## config.mk

```make
export PLATFORM = sky130hd
export DESIGN_NAME = mbea_front
export DESIGN_NICKNAME = d
export VERILOG_FILES = /design/src/rtl/mbea_pkg.sv /design/src/rtl/mbea_front.sv
export SDC_FILE = /design/constraint.sdc
export NUM_CORES = 1
export LEC_CHECK = 0
export BUFFER_PORTS_ARGS = -buffer_cell sky130_fd_sc_hd__clkbuf_2
export CAP_MARGIN = 20
export CELL_PAD_IN_SITES_DETAIL_PLACEMENT = 0
export CELL_PAD_IN_SITES_GLOBAL_PLACEMENT = 1
export CORE_ASPECT_RATIO = 0.7
export CORE_MARGIN = 2
export CORE_UTILIZATION = 48
export DETAILED_ROUTE_END_ITERATION = 12
export PLACE_DENSITY_LB_ADDON = 0.1
export SLEW_MARGIN = 15
export SYNTH_ARGS = -nofsm -noshare
export SYNTH_HDL_FRONTEND = slang
export SYNTH_SLANG_ARGS = --single-unit
```

## constraint.sdc

```tcl
create_clock -name clk_i -period 14.4 [get_ports clk_i]
set_clock_uncertainty 0.2 [all_clocks]
set_input_delay 2.88 -clock clk_i [delete_from_list [all_inputs] [get_ports clk_i]]
set_output_delay 2.88 -clock clk_i [all_outputs]
set_load 0.01 [all_outputs]
```

## src/rtl/mbea_pkg.sv

```systemverilog
// Shared constants, types and the bit gather function of the masked bit extract accumulator.
`timescale 1ns / 1ps
`default_nettype none
package mbea_pkg;

  localparam int unsigned INDEX_BITS = 24;
  localparam int unsigned BUCKET_BITS = 16;

  localparam int unsigned INDEX_W = 24;
  localparam int unsigned MASK_W = 24;
  localparam int unsigned VALUE_W = 32;
  localparam int unsigned BUCKET_FIELD_W = 16;

  localparam int unsigned EXT_BITS = (INDEX_BITS < INDEX_W) ? INDEX_BITS : INDEX_W;
  localparam int unsigned POS_W = $clog2(EXT_BITS + 1);

  localparam int unsigned QUEUE_DEPTH = 4;
  localparam int unsigned QPTR_W = $clog2(QUEUE_DEPTH);
  localparam int unsigned QCNT_W = $clog2(QUEUE_DEPTH + 1);

  localparam logic [MASK_W-1:0] MASK_RESET = 24'hF3DEF;

  localparam logic CMD_ACC = 1'b0;
  localparam logic CMD_READ = 1'b1;

  localparam logic ST_CLEAR = 1'b0;
  localparam logic ST_RUN = 1'b1;

  typedef struct packed {
    logic                   acc;
    logic [BUCKET_BITS-1:0] bucket;
    logic [VALUE_W-1:0]     value;
  } entry_t;

  // Parallel bit extract: the lowest selected index bit lands in bucket bit 0.
  function automatic logic [BUCKET_BITS-1:0] gather(input logic [EXT_BITS-1:0] idx,
                                                    input logic [EXT_BITS-1:0] mask);
    logic [BUCKET_BITS-1:0] res;
    logic [POS_W-1:0]       pos;
    res = '0;
    for (int i = 0; i < EXT_BITS; i++) begin
      pos = POS_W'($countones(mask & ((EXT_BITS'(1) << i) - EXT_BITS'(1))));
      for (int j = 0; j < BUCKET_BITS; j++) begin
        if (mask[i] && (j < EXT_BITS) && (pos == POS_W'(j))) begin
          res[j] = res[j] | idx[i];
        end
      end
    end
    return res;
  endfunction

endpackage
`default_nettype wire

```

## src/rtl/mbea_front.sv

```systemverilog
// Front end: holds the select mask, accepts items and turns them into queue entries.
`timescale 1ns / 1ps
`default_nettype none
module mbea_front (
  input  wire logic                               clk_i,
  input  wire logic                               rst_ni,
  input  wire logic                               accept_i,
  input  wire logic                               cmd_i,
  input  wire logic [mbea_pkg::INDEX_W-1:0]       source_index_i,
  input  wire logic [mbea_pkg::VALUE_W-1:0]       sample_value_i,
  input  wire logic [mbea_pkg::BUCKET_FIELD_W-1:0] read_bucket_i,
  input  wire logic                               cfg_valid_i,
  input  wire logic [mbea_pkg::MASK_W-1:0]        cfg_data_i,
  input  wire logic                               fifo_full_i,
  output logic                                    push_o,
  output mbea_pkg::entry_t                        entry_o,
  output logic                                    ready_o
);

  logic [mbea_pkg::MASK_W-1:0] mask_q;
  logic                        valid_q;
  logic                        valid_d;
  mbea_pkg::entry_t            entry_q;
  mbea_pkg::entry_t            entry_d;

  assign push_o  = valid_q && !fifo_full_i;
  assign ready_o = !valid_q || push_o;
  assign entry_o = entry_q;

  always_comb begin
    valid_d = accept_i || (valid_q && !push_o);
    entry_d.acc = (cmd_i == mbea_pkg::CMD_ACC);
    entry_d.value = sample_value_i;
    if (cmd_i == mbea_pkg::CMD_ACC) begin
      entry_d.bucket = mbea_pkg::gather(source_index_i[mbea_pkg::EXT_BITS-1:0],
                                        mask_q[mbea_pkg::EXT_BITS-1:0]);
    end else begin
      entry_d.bucket = mbea_pkg::BUCKET_BITS'(read_bucket_i);
    end
  end

  always_ff @(posedge clk_i or negedge rst_ni) begin
    if (!rst_ni) begin
      mask_q  <= mbea_pkg::MASK_RESET;
      valid_q <= 1'b0;
    end else begin
      if (cfg_valid_i) begin
        mask_q <= cfg_data_i;
      end
      valid_q <= valid_d;
    end
  end

  always_ff @(posedge clk_i) begin
    if (accept_i) begin
      entry_q <= entry_d;
    end
  end

endmodule
`default_nettype wire

```

==> qor.csv <==
metric,value,unit
status,finished clean,
Antenna Nets Post-Route,0,
Overall Global Routing Usage,35.65,%
Tightest Pin Transition,0.9857,ns
Synthesized Nets,1313,
fmax,113.5,MHz
Slew HR,32.59,%
"Clk Latency, worst-skew pair",0.35,ns
number of synthesized flops with an enable pin,49,
ys async rst share,33.78,%
WP data required,14.29,ns
DR iter-0 viols,1781,
Hold Crit Endpoint,valid_q,
Layout Nets,1455,
Core Area,19020,sq um
first-pass GRT wire length,54790,um
# Max-Cap Violations,0,
Synth warnings,0,
GR Util met2,45.14,%
Ports,153,
htree depth,3,
Placer Congestion,1.060,
hold_sp,valid_q,
busiest grt layer,met1,
root buf cell,clkbuf_16,
"top cells by area, synth","edfxtp_1 (16%), ha_1 (10%), fa_1 (7.9%)",
Clock Sinks,74,
sequential-to-total area share from yosys stat,22.54,%
post-synthesis cell count,1099,
cell taking the most area after synthesis,edfxtp_1,
Worst-path clk slew,0.07,ns
fraction of layout cells with a size suffix above 1,18.70,%
worst setup margin,5.593,ns
setup slack at placement,5.957,ns
die height,121.0,um
gr ovfl total,0,
Setup Buffers After CTS,0,
number of fill cells in the layout,1822,
Initial Utilization,49.36,%
TritonCTS clock tree,built,
antenna violations before repair,0,
met1 usage,55.44,%
Post-synth top flop,edfxtp_1,
most common cell in the netlist,nand2_1,
crit path kind,reg2reg,
RSZ-0062 raised after global routing,no,
Post-synth top cells,"nand2_1 (110), inv_1 (88), nor2_1 (81), ha_1 (75), nor3_1 (50)",
syn_area_per_cell,8.544,sq um
hold depth,2,
# placed instances,1493,
synthesized cell area,9390,sq um
Slew Limit Fails,0,
Initial DRT Pass Iterations,7,
area of the die,20720,sq um
wire length per cell,24.35,um
Vias/cell,6.537,
crit end category,flip-flop,
Post-CTS Hold Buffers,0,
r2r endpoint,entry_o[34],
CP max FO,23,
antenna diode count,0,
worst min-delay path category,reg2reg,
hpwl dp,30390,um
worst r2r src,mask_q[0],
Std-Cell Rows,42,
top-area cell type share of the netlist area,15.67,%
period utilisation layout,61.16,%
Synth cell types,88,
Final Setup Violations,0,
met3 GRT Util,14.91,%
critical path arrival,8.70,ns
area delta synth->final,13.90,%
CP Launch Type,flip-flop,
Clock Tree Buf Depth,2,
#FFs+latches synth,74,
Tmin final,8.807,ns
Worst R2R Path Depth,22,
Post-CTS Resized,0,
number of global-route vias before repair,8967,
Post-Route Setup TNS,0,ns
final hold vios,0,
Worst R2R Setup Slack,5.59,ns
hold_ws,0.2950,ns
IO Port Bufs,152,
die outline width,171.2,um
largest net degree at the start of global routing,51,
Non-Filler Instances,1510,
Post-Route WL,36770,um
Num CTS Buffers,9,
DR vias,9871,
DRC viols,0,
[per-stage QoR]
stage          utilization, %  instance area, sq um
2_1_floorplan               -                  9390
3_3_place_gp            54.58                 10380
3_5_place_dp            54.58                 10380
4_1_cts                 56.20                 10690
5_1_grt                 56.22                 10700
6_report                56.22                 10700
[cells by family (layout without fill, tap and decap cells)]
family	Yosys count	after routing	synth area share [%]
AOI/OAI and AO/OA	269	269	21.59
xor gates and xnor gates	48	48	4.837
adders and majority gates	115	115	18.24
buffers and inverters	118	265	5.117
DFF	74	74	22.54
muxes	17	17	1.985
and+or+nand+nor	458	458	25.69
[flip-flops by register name (all words and copies together) (netlist names)]
name	count
entry_o	49
valid_q	1
mask_q	24
[worst max-delay path by stage]
stage                         start           to  slack (ns)
after floorplan           mask_q[0]  entry_o[38]        7.38
after global placement    mask_q[0]  entry_o[36]        6.24
after detailed placement  mask_q[0]  entry_o[36]        5.96
after CTS                 mask_q[0]  entry_o[36]        5.91
after global routing      mask_q[0]  entry_o[36]        4.99
final                     mask_q[0]  entry_o[34]        5.59
[worst max-delay path, cell delays in order (launching register included)]
cell       delay [ns]
dfstp_2          0.57
inv_1            0.12
ha_1             0.36
inv_1            0.06
fa_1             0.40
inv_1            0.15
ha_1             0.58
xor2_1           0.21
ha_1             0.26
a21oi_2          0.11
xnor2_1          0.72
inv_2            0.28
fa_1             0.59
inv_1            0.07
fa_1             1.16
ha_1             0.40
xor2_1           0.42
nor2_1           0.10
mux2i_1          0.39
nor4_1           0.10
a2111oi_0        0.71
nand4_1          0.32
o22a_1           0.26
[final cells by class]
cell class	count	area (sq um)	area share (%)
Tap cell	264	330.3	3.088
Timing Repair Buffer	158	803.3	7.510
Sequential cell	74	2117	19.79
Multi-Input combinational cell	907	6793	63.51
Inverter	91	344.1	3.217
Clock inverter	7	82.58	0.7721
Clock buffer	9	225.2	2.106
[cell usage in the layout (no fill, tap or decap), types with 9 or more instances in the layout]
cell,n
a2111oi_0,10
a211oi_1,18
a21o_1,19
a21oi_1,33
a22oi_1,12
a31oi_1,10
a32oi_1,11
and3_1,11
clkbuf_16,9
clkbuf_2,152
dfrtp_1,9
dfstp_2,16
edfxtp_1,49
fa_1,37
ha_1,75
inv_1,88
mux2_2,13
nand2_1,110
nand2b_1,31
nand3_1,34
nand4_1,18
nand4b_1,10
nor2_1,81
nor2b_1,9
nor3_1,50
nor4_1,28
o211ai_1,18
o21ai_0,24
o22a_1,9
o22ai_1,29
o32a_1,10
or3_1,16
or4_1,9
xnor2_1,28
xor2_1,17
[routing by layer]
metal / routed length, um / up-vias / part of all wire [%]
met1: 16950 / 4677 / 46
met3: 5818 / 50 / 16
met4: 502 / 0 / 1.4
met2: 13500 / 683 / 37
li1: - / 4461 / -
met5: 0 / - / 0
Power is not shown: default switching activity piles up to over one toggle a cycle in this logic, so the estimate is an artifact.
