`config.mk`:
```
export PLATFORM = sky130hd
export DESIGN_NAME = mbea_fifo
export DESIGN_NICKNAME = d
export VERILOG_FILES = /design/src/rtl/mbea_pkg.sv /design/src/rtl/mbea_fifo.sv
export SDC_FILE = /design/constraint.sdc
export NUM_CORES = 1
export LEC_CHECK = 0
export BUFFER_PORTS_ARGS = -buffer_cell sky130_fd_sc_hd__buf_2
export CAP_MARGIN = 20
export CORE_MARGIN = 3
export CORE_UTILIZATION = 61
export CTS_CLUSTER_DIAMETER = 50
export DETAILED_ROUTE_END_ITERATION = 10
export PLACE_DENSITY = 0.84
export SLEW_MARGIN = 20
export SYNTH_ARGS = -nofsm -noshare
export SYNTH_HDL_FRONTEND = slang
export SYNTH_SLANG_ARGS = --single-unit
export TNS_END_PERCENT = 5
```
`constraint.sdc`:
```
create_clock -name clk_i -period 4.19 [get_ports clk_i]
set_clock_uncertainty 0.1 [all_clocks]
set_input_delay 0.838 -clock clk_i [delete_from_list [all_inputs] [get_ports clk_i]]
set_output_delay 0.838 -clock clk_i [all_outputs]
set_load 0.01 [all_outputs]
```
`src/rtl/mbea_pkg.sv`:
```
// Shared constants, types and the bit gather function of the masked bit extract accumulator.
`timescale 1ns / 1ps
`default_nettype none
package mbea_pkg;

  localparam int unsigned INDEX_BITS = 24;
  localparam int unsigned BUCKET_BITS = 16;

  localparam int unsigned INDEX_W = 24;
  localparam int unsigned MASK_W = 24;
  localparam int unsigned VALUE_W = 32;
  localparam int unsigned BUCKET_FIELD_W = 16;

  localparam int unsigned EXT_BITS = (INDEX_BITS < INDEX_W) ? INDEX_BITS : INDEX_W;
  localparam int unsigned POS_W = $clog2(EXT_BITS + 1);

  localparam int unsigned QUEUE_DEPTH = 4;
  localparam int unsigned QPTR_W = $clog2(QUEUE_DEPTH);
  localparam int unsigned QCNT_W = $clog2(QUEUE_DEPTH + 1);

  localparam logic [MASK_W-1:0] MASK_RESET = 24'hF3DEF;

  localparam logic CMD_ACC = 1'b0;
  localparam logic CMD_READ = 1'b1;

  localparam logic ST_CLEAR = 1'b0;
  localparam logic ST_RUN = 1'b1;

  typedef struct packed {
    logic                   acc;
    logic [BUCKET_BITS-1:0] bucket;
    logic [VALUE_W-1:0]     value;
  } entry_t;

  // Parallel bit extract: the lowest selected index bit lands in bucket bit 0.
  function automatic logic [BUCKET_BITS-1:0] gather(input logic [EXT_BITS-1:0] idx,
                                                    input logic [EXT_BITS-1:0] mask);
    logic [BUCKET_BITS-1:0] res;
    logic [POS_W-1:0]       pos;
    res = '0;
    for (int i = 0; i < EXT_BITS; i++) begin
      pos = POS_W'($countones(mask & ((EXT_BITS'(1) << i) - EXT_BITS'(1))));
      for (int j = 0; j < BUCKET_BITS; j++) begin
        if (mask[i] && (j < EXT_BITS) && (pos == POS_W'(j))) begin
          res[j] = res[j] | idx[i];
        end
      end
    end
    return res;
  endfunction

endpackage
`default_nettype wire

```
`src/rtl/mbea_fifo.sv`:
```
// Short queue of classified entries between the front end and the back end.
`timescale 1ns / 1ps
`default_nettype none
module mbea_fifo (
  input  wire logic             clk_i,
  input  wire logic             rst_ni,
  input  wire logic             push_i,
  input  wire mbea_pkg::entry_t entry_i,
  input  wire logic             pop_i,
  output mbea_pkg::entry_t      head_o,
  output logic                  full_o,
  output logic                  empty_o
);

  mbea_pkg::entry_t            store_q [mbea_pkg::QUEUE_DEPTH];
  logic [mbea_pkg::QPTR_W-1:0] wr_ptr_q;
  logic [mbea_pkg::QPTR_W-1:0] wr_ptr_d;
  logic [mbea_pkg::QPTR_W-1:0] rd_ptr_q;
  logic [mbea_pkg::QPTR_W-1:0] rd_ptr_d;
  logic [mbea_pkg::QCNT_W-1:0] cnt_q;
  logic [mbea_pkg::QCNT_W-1:0] cnt_d;

  assign full_o  = (cnt_q == mbea_pkg::QCNT_W'(mbea_pkg::QUEUE_DEPTH));
  assign empty_o = (cnt_q == '0);
  assign head_o  = store_q[rd_ptr_q];

  always_comb begin
    wr_ptr_d = wr_ptr_q;
    rd_ptr_d = rd_ptr_q;
    cnt_d    = cnt_q;
    if (push_i) begin
      wr_ptr_d = (wr_ptr_q == mbea_pkg::QPTR_W'(mbea_pkg::QUEUE_DEPTH - 1)) ? '0 :
                 wr_ptr_q + mbea_pkg::QPTR_W'(1);
    end
    if (pop_i) begin
      rd_ptr_d = (rd_ptr_q == mbea_pkg::QPTR_W'(mbea_pkg::QUEUE_DEPTH - 1)) ? '0 :
                 rd_ptr_q + mbea_pkg::QPTR_W'(1);
    end
    if (push_i && !pop_i) begin
      cnt_d = cnt_q + mbea_pkg::QCNT_W'(1);
    end else if (pop_i && !push_i) begin
      cnt_d = cnt_q - mbea_pkg::QCNT_W'(1);
    end
  end

  always_ff @(posedge clk_i or negedge rst_ni) begin
    if (!rst_ni) begin
      wr_ptr_q <= '0;
      rd_ptr_q <= '0;
      cnt_q    <= '0;
    end else begin
      wr_ptr_q <= wr_ptr_d;
      rd_ptr_q <= rd_ptr_d;
      cnt_q    <= cnt_d;
    end
  end

  always_ff @(posedge clk_i) begin
    if (push_i) begin
      store_q[wr_ptr_q] <= entry_i;
    end
  end

endmodule
`default_nettype wire

```
==> qor.csv <==
stage,metric,value,unit
sta,RSZ-0062 raised after global routing,no,
cts,Post-CTS Resized,0,
die,die area,13700,µm²
placement,Port-buffer cells,103,
yosys,largest family of logic cells by synthesized area,multiplexers,
flow_run,max_cap viols,0,
drt,DR iter-0 viols,286,
yosys,top post-synthesis cells by count,"edfxtp_1 (196), mux4_2 (48), dfrtp_1 (7), ha_1 (6)",
drt,Via density,5.77,
yosys,compound-gate portion of the synthesized area,0.00133,
yosys,Main synth FF type,edfxtp_1,
sta,worst setup margin,956,ps
grt,first-pass GRT wire length,20400,µm
worst_setup_path,Max stage delay on crit path,770,ps
cts,clock sink total,203,
worst_setup_path,worst reg2reg setup slack,2190,ps
sta,max-slew violations,0,
drt,drt pass-1 iters,6,
yosys,async set-reset flop share out of synthesis,0.0345,
cts,TritonCTS clock tree,done,
power_and_ir_drop,clock share of power,0.265,
sta,Highest Clock Rate,309,MHz
die,starting density of the core,0.642,
yosys,sequential element share of the synthesized area,0.803,
yosys,synth top area cells,"edfxtp_1 (78%), mux4_2 (14%), dfrtp_1 (2.3%)",
placement,pre-CTS setup slack,1380,ps
power_and_ir_drop,sequential share of power,0.473,
layout,Area Growth Syn to Fin,16.8,%
yosys,Post-Synthesis Cells,294,
worst_setup_path,Setup CP Type,flip-flop to primary output,
sta,Slew HR,0.502,
grt,Global Route Usage Sum,0.201,
yosys,"area leader, netlist",edfxtp_1,
sta,Final setup viols,0,
cts,Clock transition at path regs,60,ps
yosys,"EDFF count, synth",196,
drt,drt drc,0,
power_and_ir_drop,Int Pwr,4.33,mW
cts,worst skew pair latency,470,ps
worst_hold_path,worst min-delay path class,input pin to asynchronous set/reset pin,
placement,post-detail-place hpwl,8340,µm
layout,share of layout cells above drive strength 1,0.452,
yosys,Synth Register Bits,203,
yosys,most frequent cell after synthesis,edfxtp_1,
power_and_ir_drop,combinational fraction of design power,0.262,
yosys,Adder-Cell Fraction of Synth Area,0.0126,
power_and_ir_drop,Sw Share,0.277,
yosys,mux share of post-synthesis cell area,0.151,
power_and_ir_drop,LEAKAGE,3.07,nW
die,Die Span Y,117,µm
sta,Tightest Pin Transition,747,ps
drt,via count,3427,
yosys,synthesized area,7540,µm²
grt,initial antenna violation count,0,
drt,DRT antenna net count,0,
worst_setup_path,CP startpoint kind,flip-flop,
sta,endpoints failing hold,0,
worst_setup_path,Worst Path Arrival,2300,ps
worst_setup_path,Setup crit end kind,primary output,
yosys,syn nets,354,
worst_setup_path,crit-path cells,buf_12 > mux4_1 > buf_2,
sta,crit path time final,3230,ps
run_status,status,"complete, no violations",
cts,CTS root buffer,clkbuf_16,
cts,cts hold-fix bufs,0,
die,core area,11800,µm²
drt,Routed WL,13100,µm
worst_setup_path,WP data required,3250,ps
die,chip width,117,µm
cts,Clock Tree Buf Depth,3,
placement,Post-DP Area,8230,µm²
layout,Layout fillers,641,
yosys,syn_area_per_cell,25.7,µm²
placement,placed cells,560,
power_and_ir_drop,PD cells,679,nW/µm²
layout,Finished Cell Area,8810,µm²
yosys,Cell variety after synth,20,
worst_setup_path,Crit-path slowest cell,dfrtp_4,
layout,Non-Filler Instances,594,
placement,placer congestion estimate,0.682,
layout,Nets,478,
yosys,share of the synthesized area in the top cell type,0.780,
power_and_ir_drop,peak supply drop,462,µV
worst_setup_path,CP Max Fanout,27,
sta,fin crit share,0.772,
yosys,Post-Synth XOR/XNOR Area,0.00348,
die,Rows,39,
drt,Routed wire per std cell,22.0,µm
yosys,Simple-Gate Fraction of Synth Area,0.00746,
cts,# H-tree levels,1,
sta,setup_tns,0,ps
grt,vias in the first global route,3642,
cts,post-CTS setup buffers,0,
power_and_ir_drop,total chip power,5.99,mW
grt,GR Overflow Total,0,
power_and_ir_drop,Switch Pwr,1.66,mW
yosys,total of warnings raised by yosys,0,
cts,Num CTS Buffers,20,
grt,pin count of the biggest net entering global routing,30,
die,I/O pin cnt,104,
## critical path: cells and delay by family, from the launching register on
family,cells,cell delay (ps)
multiplexers,1,590
flip-flops,1,770
buffers and inverters,2,460
## placed cells by master, fill, tap and decap left out
cell type / count
dfrtp_4: 1
clkbuf_8: 1
ha_1: 6
nor3_1: 1
fa_1: 1
nor3b_1: 1
mux4_1: 1
clkbuf_1: 6
nand2_1: 2
mux2_2: 3
and2_2: 4
buf_2: 103
clkinv_2: 1
buf_4: 10
diode_2: 1
inv_1: 4
nor2_1: 3
dfrtp_1: 5
o21ai_0: 2
edfxtp_1: 196
dfrtp_2: 1
clkbuf_16: 21
clkinv_1: 4
buf_12: 1
xor2_1: 2
xnor2_1: 1
mux4_2: 48
## logic make-up after synthesis
family / Yosys count
mux: 52
compound gates: 2
flops: 203
simple gates: 11
xor+xnor: 3
fa+ha+maj: 7
buf+inv: 16
## layout make-up
cell class	instances	area (µm²)	share of cell area
clock buffers	28	562	0.0637
repair buffers	114	611	0.0693
inverters	4	15.0	0.00170
well taps	164	205	0.0233
diodes	1	2.50	0.000284
multi-input cells	75	1330	0.151
clock inverters	5	20.0	0.00227
flip-flops and latches	203	6070	0.688
## per-layer routing
layer | track usage | wire [µm] | vias up
met3 | 0.0473 | 1010 | 29
li1 | - | - | 1499
met5 | 0 | 0 | -
met4 | 0.0550 | 291 | 0
met1 | 0.272 | 4960 | 1751
met2 | 0.337 | 6810 | 148
## sequential cells by signal, summed over array words and instances (netlist names)
name,count
wr_ptr_q,2
store_q,196
rd_ptr_q,2
cnt_q,3
## metrics by stage
stage	utilization	hold WS, ps
2_1_floorplan	-	356
3_3_place_gp	0.700	383
3_5_place_dp	0.700	421
4_1_cts	0.749	93.1
5_1_grt	0.749	94.3
6_report	0.750	98.6
## power by group through the flow
stage	sequential, mW	combinational, mW	clock, mW
after floorplan	2.72	1.23	0
after global placement	2.85	1.56	0
after detailed placement	2.89	1.59	0
after CTS	2.85	1.60	1.61
after global routing	2.88	1.71	1.70
final	2.83	1.57	1.59
## path summary, 6_finish.rpt
| kind | startpoint | depth (start not counted) | end |
|---|---|---|---|
| min in group clk_i | cnt_q[2] | 1 | cnt_q[2] |
| hold / removal | rst_ni | 1 | cnt_q[0] |
| setup reg to reg | wr_ptr_q[1] | 4 | store_q[0][38] |
| setup / recovery | rd_ptr_q[0] | 3 | head_o[40] |
| hold reg to reg | cnt_q[2] | 1 | cnt_q[2] |
| max in group asynchronous | rst_ni | 1 | rd_ptr_q[0] |
Power figures use the tool's default switching activity.
